`config.mk`:
```
export PLATFORM = sky130hd
export DESIGN_NAME = isb_ram
export DESIGN_NICKNAME = d
export VERILOG_FILES = /design/src/design/isb_ram.sv
export SDC_FILE = /design/constraint.sdc
export NUM_CORES = 1
export LEC_CHECK = 0
export ABC_AREA = 0
export BUFFER_PORTS_ARGS = -buffer_cell sky130_fd_sc_hd__buf_4
export CORE_MARGIN = 3
export CORE_UTILIZATION = 40
export CTS_BUF_LIST = sky130_fd_sc_hd__clkbuf_4
export DETAILED_ROUTE_END_ITERATION = 10
export GPL_TIMING_DRIVEN = 0
export PLACE_DENSITY = 0.6
export SYNTH_ARGS = -nofsm -noshare
export SYNTH_HDL_FRONTEND = slang
export SYNTH_SLANG_ARGS = --single-unit
```
`constraint.sdc`:
```
create_clock -name clk_i -period 1.9 [get_ports clk_i]
set_input_delay 0.19 -clock clk_i [delete_from_list [all_inputs] [get_ports clk_i]]
set_output_delay 0.19 -clock clk_i [all_outputs]
set_load 0.05 [all_outputs]
```
`src/design/isb_ram.sv`:
```
// isb_ram: generic single write port, single read port ram
// read data registered; no dependencies
module isb_ram #(
  parameter int unsigned WIDTH = 8,
  parameter int unsigned DEPTH = 32
) (
  input  logic                                  clk_i,
  input  logic                                  we_i,
  input  logic [(DEPTH > 1 ? $clog2(DEPTH) : 1)-1:0] waddr_i,
  input  logic [WIDTH-1:0]                      wdata_i,
  input  logic [(DEPTH > 1 ? $clog2(DEPTH) : 1)-1:0] raddr_i,
  output logic [WIDTH-1:0]                      rdata_o
);

  logic [WIDTH-1:0] mem_q [DEPTH];

  always_ff @(posedge clk_i) begin
    if (we_i) begin
      mem_q[waddr_i] <= wdata_i;
    end
    rdata_o <= mem_q[raddr_i];
  end

endmodule

```
After elaboration in Yosys (flattened, before gate mapping)
Memories as Yosys holds them, arrays and structs flattened. A register that Yosys moved wholly into a read port is not among the register bits.
Index checks and enable logic that the tools add are counted.
- bits in writable memories: 256
- register bits after elaboration: 0
- word-level logic and storage cells: 3
- memories kept: 1
- muxes and demuxes: 2
- memories (name ; depth ; width ; read ports ; clocked after memory_dff ; write ports ; line ; text):
    mem_q ; 32 ; 8 ; 1 ; 1 ; 1 ; 15 ; logic [WIDTH-1:0] mem_q [DEPTH];
- operators by type and width (operator ; number):
    1-bit two-way mux ; 2

Longest topological paths before layout
Gate-level depths: netlist of run 1.
- depth in word-level cells: 2
- depth in mapped cells: 5
- mapped depth without buffers: 3

Least setup slack after synthesis of run 1
Ideal clock, no wire load.
- path type: input port to flip-flop
- start: input port raddr_i[2] in the netlist's numbering
- end: register rdata_o[0], read port of mem_q
- arrival: 1.872 ns
- library setup time: 0.121 ns
- stages on the path: 5
- path buffers: 2
- path slack: -0.092 ns
- cell sequence: clkbuf_1 > clkbuf_1 > mux4_2 > mux4_2 > mux2_2
- RTL lines (item ; line ; text):
    start: declaration ; 11 ; input logic [(DEPTH > 1 ? $clog2(DEPTH) : 1)-1:0] raddr_i,
    end: declaration ; 12 ; output logic [WIDTH-1:0] rdata_o

==> results of run 1 <==
[area by class of cell]
type | instances | area share
Antenna cell | 1 | 0.000216
Multi-Input combinational cell | 133 | 0.182
Clock buffer | 104 | 0.0675
Timing Repair Buffer | 30 | 0.0212
Sequential cell | 264 | 0.679
Tap cell | 324 | 0.0351
Buffer | 20 | 0.00985
Clock inverter | 11 | 0.00606
[routing by layer]
layer  vias up  global-route usage  share of wire
li1       2019                   -              -
met1      2461               0.232           0.44
met2       197               0.248           0.48
met3        23              0.0381          0.068
met4         0              0.0583          0.014
met5         -                   0              0
[critical path: stages (launching register included)]
cell and delay [ns]:
edfxtp_1 0.36, mux4_2 0.52, mux4_2 0.54, mux2_2 0.31
[registers in the layout, summed over array words and instances, names as in the netlist]
name and flops:
mem_q 256, rdata_o 8
[power by group]
group	internal, mW	total [mW]	switching, mW
logic	0.298	0.735	0.436
registers	6.47	6.49	0.0203
clock network	2.61	4.72	2.10
[cells in the final DEF, fill, tap and decap left out, drive strengths merged, types with 3 or more instances in the layout]
cell,n
mux2,8
clkinv,7
nand3b,5
dlygate4sd3,8
buf,36
inv,3
or3b,3
nor2,33
dfxtp,8
clkbuf,110
edfxtp,256
mux4,80
[worst max-delay path by stage]
stage | to | depth (start not counted)
floorplan | rdata_o[0] | 4
global placement | rdata_o[1] | 5
detailed placement | rdata_o[7] | 5
CTS | rdata_o[0] | 3
global route | rdata_o[1] | 3
finish | rdata_o[3] | 3
[metrics by stage]
step                      setup TNS (ns)  total power [mW]  setup WS [ns]  hold WS [ns]  std cells
final                                  0              11.9         0.0558         0.147        887
after global routing                   0              12.5         0.0181         0.138        887
after CTS                              0              12.1         0.0500        0.0996        886
after detailed placement          -19.26              7.35         -0.577         0.637        763
after global placement            -16.54              7.33         -0.581         0.622        763
after floorplan                        0              7.05         0.0245         0.289        417
[cells by family after synthesis]
| kind of cell | share of synthesized area |
|---|---|
| flip-flops | 0.781 |
| AND/OR/NAND/NOR | 0.0207 |
| multiplexers | 0.188 |
| buffers and inverters | 0.0106 |
==> summary.md, run 1 <==
| Metric | Value |
|---|---|
| Initial DRC Count | `388` |
| Port bufs | `22` |
| Initial core utilization | `0.410` |
| Pwr/cell area | `slightly above 1000 mW/mm^2` |
| Antenna-violating nets left | `0` |
| Max Slew Vio Count | `0` |
| Final Hold Violating Endpoints | `0` |
| Share of the synthesized area in the top cell type | `0.765` |
| Crit Path Max Fanout | `1` |
| Setup Fix Bufs, Post-CTS | `0` |
| Worst relative slew slack | `0.317` |
| RSZ-0062 raised after global routing | `no` |
| # setup viols final | `0` |
| First-pass GRT wire length | `31300 um` |
| WP data required | `2.41 ns` |
| Min-delay src | `raddr_i[3]` |
| Critical Path End Type | `flop` |
| Core Area | `approximately 0.025 mm^2` |
| H-tree Lvls | `3` |
| Total GRT Usage | `0.163` |
| FMAX | `~540 MHz` |
| Vias per cell | `between 5 and 6` |
| Fin crit period | `1.84 ns` |
| Top-count cell post-synth | `edfxtp_1` |
| Cell count of the worst hold path | `2` |
| Boundary Pins | `28` |
| Sink Count | `~260` |
| Fin nets | `around 540` |
| Fillers | `around 2100` |
| R2R setup slack | `0.06 ns` |
| CTS tree | `built` |
| Die span in y | `roughly 160 um` |
| Residual DRC | `0` |
| Crit share post-route | `0.971` |
| Clock transition at path regs | `around 0.060 ns` |
| WL final | `~21000 um` |
| Pin count of the biggest net entering global routing | `33` |
| Initial antenna violation count | `1` |
| Number of flops mapped to enable cells by yosys | `256` |
| Clock buffer depth | `3` |
| RR Endpoint | `rdata_o[3]` |
| Cts repair resizes | `0` |
| Maxcap violations | `0` |
| Crit path kind | `reg -> reg` |
| Clock root buffer | `clkbuf_4` |
| Synth Flop Type | `edfxtp_1` |
| Latest clock arrival within the worst-skew pair | `between 0.6 and 0.7 ns` |
| GR Overflow Total | `0` |
| Synthesized instance count | `between 400 and 500` |
| Ys Warns | `0` |
| Yosys cell types | `15` |
| Placed Area | `approximately 0.011 mm^2` |
| Routed via count | `4700` |
| FF/Latch Area | `slightly below 0.008 mm^2` |
| Worst path arrival time | `approximately 2.4 ns` |
| Layout cells sized above 1 | `0.422` |
| RD Place Congestion | `approximately 0.77` |
| Top post-synthesis cells by count | `edfxtp_1 (256), mux4_2 (80), nor2_1 (33), dfxtp_1 (8), mux2_2 (8)` |
| Post-layout util | `0.471` |
| Post-synth net total | `437` |
| Worst-margin pin slew | `~1.0 ns` |
| Pleak | `around 3.7 nW` |
| Iteration count of the initial detailed-routing pass | `5` |
| Multi-input gate area | `around 0.0021 mm^2` |
| Area growth syn-to-layout | `15.0%` |
| Sequential-to-total area share from yosys stat | `0.781` |
| Status | `finished, final reports clean` |
| Finished Cell Area | `0.0116 mm^2` |
| Most area-hungry cell type in the Yosys netlist | `edfxtp_1` |
| Setup Skew | `roughly 0.032 ns` |
| Synth area leaders | `edfxtp_1 (76%), mux4_2 (18%), dfxtp_1 (1.6%)` |
| Die width | `around 160 um` |
| Worst Reg-to-Reg Cells | `3` |
| DP Wirelength | `~13000 um` |
| Post-Syn Area | `~0.010 mm^2` |
| WL/cell | `23.7 um` |
| Hold Path Class | `in -> reg` |
| Row count | `57` |
| Setup crit start | `mem_q[31][3]` |
| Vias in the first global route | `between 5000 and 6000` |
| CP Launch Type | `flop` |
| Total CTS buffers | `between 60 and 70` |
| Max IR drop VDD | `around 0.36 mV` |
| Die Area | `between 0.02 and 0.03 mm^2` |
| Cts hold-fix bufs | `8` |
| Synth Register Bits | `about 260` |
| Mean post-synth cell area | `roughly 24 um^2` |
| Fraction of registers with async set/reset | `0` |
| Reg2Reg Launch Point | `mem_q[31][3]` |
| Hold Crit Endpoint | `rdata_o[0]` |
Note: power is estimated with default switching activity, not from simulation.
==> inputs of run 2 (changes only) <==
--- a/config.mk
+++ b/config.mk
@@ -9,7 +9,7 @@
 export BUFFER_PORTS_ARGS = -buffer_cell sky130_fd_sc_hd__buf_4
 export CORE_MARGIN = 3
 export CORE_UTILIZATION = 40
-export CTS_BUF_LIST = sky130_fd_sc_hd__clkbuf_4
+export CTS_BUF_LIST = sky130_fd_sc_hd__clkbuf_4 sky130_fd_sc_hd__clkbuf_8
 export DETAILED_ROUTE_END_ITERATION = 10
 export GPL_TIMING_DRIVEN = 0
 export PLACE_DENSITY = 0.6
==> run 2 against run 1 <==
Compared with the run above: wire length fell by 0.29%; setup slack worse by 0.014 ns; first-iteration DRC count up 5.2%; clock power increased by 3%; final area is 0.66% lower; global-route usage fell by 0.19 points; worst hold slack lost 0.054 ns; total power increased by 1.2%; clock skew fell by 0.0091 ns; count of clock-buffer cells in the layout decreased by 46; register-to-register slack about the same; utilization is 0.31 points lower.
==> summary.md, run 2 (same netlist as run 1, synthesis figures left out) <==
| Metric | Value |
|---|---|
| Max Slew Vio Count | `0` |
| Total power draw | `12.1 mW` |
| Most frequent cells in the layout | `edfxtp_1 (256), mux4_2 (80), clkbuf_8 (47), nor2_1 (33), buf_4 (28)` |
| Antenna-violating nets left | `0` |
| Worst stage delay on the critical path | `between 0.5 and 0.6 ns` |
| RSZ-0062 raised after global routing | `no` |
| Maxcap violations | `0` |
| Worst relative slew slack | `0.367` |
| Slowest stage cell, crit path | `mux4_2` |
| Max reg flops | `about 260` |
| Routed via count | `about 4500` |
| Crit Path Max Fanout | `1` |
| WP data required | `2.30 ns` |
| Critical path cell sequence | `mux4_2 -> mux4_2 -> mux2_2` |
| Residual DRC | `0` |
| # setup viols final | `0` |
| Initial core utilization | `0.410` |
| Worst-margin pin slew | `about 0.95 ns` |
| Critical Path End Type | `flop` |
| Commonest non-fill, non-tap cell in the layout | `edfxtp_1` |
| Clock root buffer | `clkbuf_8` |
| Final Hold Violating Endpoints | `0` |
| Fillers | `2024` |
| Setup Skew | `between 0.02 and 0.025 ns` |
| Pwr/cell area | `1050 mW/mm^2` |
| CP dominant cell by count | `mux4_2` |
| Dpl ws | `-0.577 ns` |
| Clock transition at path regs | `around 0.060 ns` |
| Port bufs | `22` |
| Total GRT Usage | `0.161` |
| Pleak | `about 3.6 nW` |
| GR Overflow Total | `0` |
| FF/Latch Area | `around 0.008 mm^2` |
| Boundary Pins | `28` |
| Worst path arrival time | `about 2.3 ns` |
| Most flop-heavy register | `mem_q` |
| WL/cell | `roughly 25 um` |
| Area growth syn-to-layout | `14.3%` |
| Buf/Inv on CP | `0` |
| Layout cells sized above 1 | `0.380` |
| Status | `finished, final reports clean` |
| Core Area | `approximately 0.025 mm^2` |
| Multi-input gate area | `between 0.002 and 0.0025 mm^2` |
| Total CTS buffers | `43` |
| Vias per cell | `between 5 and 6` |
| Clock buffer depth | `3` |
| Crit path kind | `reg -> reg` |
| Top Registers | `mem_q: 256 flops, rdata_o: 8 flops` |
| WL final | `between 20000 and 25000 um` |
| Antenna cells | `0` |
| Die Area | `0.0271 mm^2` |
| RD Place Congestion | `~0.77` |
| Setup Fix Bufs, Post-CTS | `0` |
| CP Launch Type | `flop` |
| Vias in the first global route | `approximately 4700` |
| First-pass GRT wire length | `31100 um` |
| Die width | `between 150 and 200 um` |
| Fin crit period | `about 1.9 ns` |
| Crit share post-route | `0.978` |
| Die span in y | `around 160 um` |
| Cts hold-fix bufs | `0` |
| Fin nets | `504` |
| Hold Path Class | `in -> reg` |
| FMAX | `between 500 and 600 MHz` |
| Initial antenna violation count | `0` |
| Sink Count | `264` |
| Iteration count of the initial detailed-routing pass | `5` |
| DP Wirelength | `~13000 um` |
| Pin count of the biggest net entering global routing | `33` |
| H-tree Lvls | `2` |
| CTS tree | `built` |
| Post-route setup slack | `0.0417 ns` |
| Initial DRC Count | `408` |
| Max IR drop VDD | `between 0.4 and 0.5 mV` |
| Latest clock arrival within the worst-skew pair | `0.54 ns` |
| Post-layout util | `0.468` |
| Cts repair resizes | `0` |
| CP top delay family | `multiplexers` |
| Row count | `57` |
-- run 2: cell types whose count changed in the layout (fill, tap and decap cells not counted), sizes merged --
cell,delta
clkbuf,-45
dlygate4sd3,-8
clkinv,+5
inv,-3
clkinvlp,+2
buf,-1
bufinv,+1
diode,-1
-- run 2: worst paths after layout --
kind | to | from | depth (start not counted) | slack [ns]
setup / recovery | rdata_o[3] | mem_q[31][3] | 3 | 0.04
hold / removal | mem_q[26][3] | wdata_i[3] | 1 | 0.09
setup reg to reg | rdata_o[3] | mem_q[31][3] | 3 | 0.04
hold reg to reg | rdata_o[1] | mem_q[28][1] | 3 | 0.92
-- run 2: cell type report --
type                    count  share of cell area
repair buffers             22              0.0144
clock inverters            16              0.0109
clock buffers              58              0.0635
well taps                 324              0.0353
flip-flops and latches    264               0.683
plain buffers              20              0.0101
multi-input cells         133               0.183
-- run 2: worst reg2reg max path: stages (launching register included) --
cell and delay (ns):
edfxtp_1 0.37, mux4_2 0.52, mux4_2 0.53, mux2_2 0.31
-- run 2: per-stage QoR --
stage                     instance area, um^2  setup TNS (ns)  cells  hold WS, ns
after floorplan                         10100               0    417        0.289
after detailed placement                10600          -19.26    763        0.637
after global routing                    11500               0    837       0.0747
after CTS                               11500               0    837       0.0622
final                                   11500               0    837       0.0928
after global placement                  10600          -16.54    763        0.622
-- run 2: report_power, final --
group / switching, mW / internal [mW] / total [mW]
combinational: 0.435 / 0.288 / 0.723
sequential: 0.0203 / 6.48 / 6.50
clock: 2.12 / 2.75 / 4.87
-- run 2: per-layer routing --
metal | track usage | up-vias | share of wire
li1 | - | 1912 | -
met1 | 0.239 | 2460 | 0.45
met2 | 0.246 | 135 | 0.48
met3 | 0.0346 | 34 | 0.056
met4 | 0.0393 | 0 | 0.016
met5 | 0 | - | 0
==> inputs of run 3 (changes only) <==
--- a/config.mk
+++ b/config.mk
@@ -6,7 +6,7 @@
 export NUM_CORES = 1
 export LEC_CHECK = 0
 export ABC_AREA = 0
-export BUFFER_PORTS_ARGS = -buffer_cell sky130_fd_sc_hd__buf_4
+export BUFFER_PORTS_ARGS = -buffer_cell sky130_fd_sc_hd__buf_2
 export CORE_MARGIN = 3
 export CORE_UTILIZATION = 40
 export CTS_BUF_LIST = sky130_fd_sc_hd__clkbuf_4 sky130_fd_sc_hd__clkbuf_8
==> run 3 against run 2 <==
Compared with the run above: setup slack worse by 0.0088 ns; maximum frequency down 0.47%; global-route usage is 0.090 points higher; sequential cell count unchanged; total power up 2.2%; sequential power is essentially flat; clock skew grew 0.011 ns; sequential share of layout area down 0.074 points; largest cell class unchanged; largest power group unchanged.
==> summary.md, run 3 (same netlist as run 1, synthesis figures left out) <==
| Metric | Value |
|---|---|
| Status | `finished, final reports clean` |
| Total GRT Usage | `0.162` |
| Fin crit period | `1.87 ns` |
| Worst stage delay on the critical path | `around 0.53 ns` |
| Clk network pwr share | `0.417` |
| RD Place Congestion | `0.760` |
| CP dominant cell by count | `mux4_2` |
| Max Slew Vio Count | `0` |
| Min-delay src | `wdata_i[7]` |
| Initial DRC Count | `just over 300` |
| Slowest stage cell, crit path | `mux4_2` |
| WL/cell | `roughly 25 um` |
| CP top delay family | `multiplexers` |
| Pwr/cell area | `1070 mW/mm^2` |
| Fillers | `between 2000 and 2500` |
| Routed via count | `approximately 4500` |
| Worst-margin pin slew | `between 0.9 and 1 ns` |
| CP Launch Type | `flop` |
| Net Sw Frac | `0.214` |
| Hold Path Class | `in -> reg` |
| Vias per cell | `roughly 5.3` |
| DP Wirelength | `~13000 um` |
| Placed Area | `0.0106 mm^2` |
| Crit path kind | `reg -> reg` |
| RR Endpoint | `rdata_o[3]` |
| Vias in the first global route | `between 4000 and 5000` |
| Initial antenna violation count | `0` |
| Boundary Pins | `28` |
| Layout cells sized above 1 | `0.382` |
| Routed wl met2 | `between 9000 and 10000 um` |
| Reg2Reg Launch Point | `mem_q[31][3]` |
| FMAX | `~540 MHz` |
| Max reg flops | `around 260` |
| Critical path cell sequence | `mux4_2 -> mux4_2 -> mux2_2` |
| Antenna cells | `0` |
| Pin count of the biggest net entering global routing | `33` |
| Hold Crit Endpoint | `mem_q[30][7]` |
| Die span in y | `165 um` |
| First-pass GRT wire length | `just over 30000 um` |
| Latest clock arrival within the worst-skew pair | `0.55 ns` |
| Total CTS buffers | `between 40 and 50` |
| Crit share post-route | `0.983` |
| Cell Int Power | `roughly 9.7 mW` |
| Combinational share of power | `0.057` |
| Critical Path End Type | `flop` |
| WL final | `20800 um` |
| Row count | `57` |
| Core Area | `0.0245 mm^2` |
| Clock transition at path regs | `roughly 0.06 ns` |
| Cts hold-fix bufs | `0` |
| Met1 wire length | `9130 um` |
| # setup viols final | `0` |
| GR Overflow Total | `0` |
| Met3 wire len | `1430 um` |
| Area growth syn-to-layout | `14.4%` |
| Worst Reg-to-Reg Cells | `3` |
| RSZ-0062 raised after global routing | `yes` |
| Top Registers | `mem_q: 256 flops, rdata_o: 8 flops` |
| Die Area | `about 0.027 mm^2` |
| Die width | `165 um` |
| Sink Count | `between 200 and 300` |
| Residual DRC | `0` |
| Power share of the sequential group | `0.526` |
| Final Hold Violating Endpoints | `0` |
| Most frequent cells in the layout | `edfxtp_1 (256), mux4_2 (80), clkbuf_8 (46), nor2_1 (33), buf_2 (26)` |
| Clock buffer depth | `3` |
| Setup Skew | `roughly 0.034 ns` |
| Worst hold slack | `about 0.18 ns` |
| CTS tree | `built` |
| Maxcap violations | `0` |
| Commonest non-fill, non-tap cell in the layout | `edfxtp_1` |
| NetSw | `2.65 mW` |
| Crit Path Max Fanout | `1` |
| Setup_tns | `0 ns` |
| Pleak | `3.61 nW` |
| Port bufs | `22` |
| Worst path arrival time | `between 2 and 2.5 ns` |
| Fin nets | `roughly 500` |
| Max IR drop VDD | `~0.38 mV` |
| Highest metal used | `met4` |
| Finished Cell Area | `between 0.01 and 0.015 mm^2` |
| Most flop-heavy register | `mem_q` |
| Initial core utilization | `0.410` |
| Buf/Inv on CP | `0` |
| Antenna-violating nets left | `0` |
| H-tree Lvls | `2` |
| WP data required | `between 2 and 2.5 ns` |
| Clock root buffer | `clkbuf_8` |
| Cell count of the worst hold path | `1` |
| R2R setup slack | `approximately 0.033 ns` |
| Iteration count of the initial detailed-routing pass | `4` |
| Worst relative slew slack | `0.355` |
==> run 3: worst max path at each step <==
stage,from,endpoint,slack [ns],depth (start not counted)
after floorplan,raddr_i[1],rdata_o[0],0.02,4
after global placement,raddr_i[2],rdata_o[1],-0.59,5
after detailed placement,raddr_i[2],rdata_o[3],-0.60,5
after global routing,mem_q[31][0],rdata_o[0],-0.003,3
final,mem_q[31][3],rdata_o[3],0.03,3
after CTS,mem_q[9][3],rdata_o[3],0.0007,3
==> run 3: stage by stage <==
step           setup slack [ns]  cells  power [mW]   util
3_3_place_gp             -0.590    763        7.31  0.431
4_1_cts                0.000678    842        12.5  0.469
6_report                 0.0329    842        12.4  0.469
2_1_floorplan            0.0245    417        7.05      -
3_5_place_dp             -0.599    763        7.33  0.431
5_1_grt                -0.00306    842        12.8  0.469
==> run 3: power groups by stage <==
stage               logic, mW  registers, mW  clock network, mW
floorplan               0.346           6.70                  0
detailed placement      0.709           6.62                  0
CTS                     0.713           6.50               5.28
global placement        0.698           6.61                  0
finish                  0.701           6.50               5.16
global route            0.750           6.50               5.54
==> run 3: layout make-up <==
cell class              instances  area (um^2)  area share
flip-flops and latches        264         7850       0.682
clock buffers                  54          693      0.0603
repair buffers                 22          110     0.00957
well taps                     324          405      0.0352
clock inverters                25          225      0.0196
multi-input cells             133         2100       0.183
plain buffers                  20          116      0.0101
==> run 3: layer usage <==
metal | track usage | up-vias
li1 | - | 1920
met1 | 0.232 | 2378
met2 | 0.249 | 142
met3 | 0.0411 | 34
met4 | 0.0450 | 0
met5 | 0 | -
==> run 3: what timing repair did <==
action                                  in CTS  in global routing
resized for setup                            1                  3
setup buffers                                0                  0
endpoints found under the setup margin       6                  8
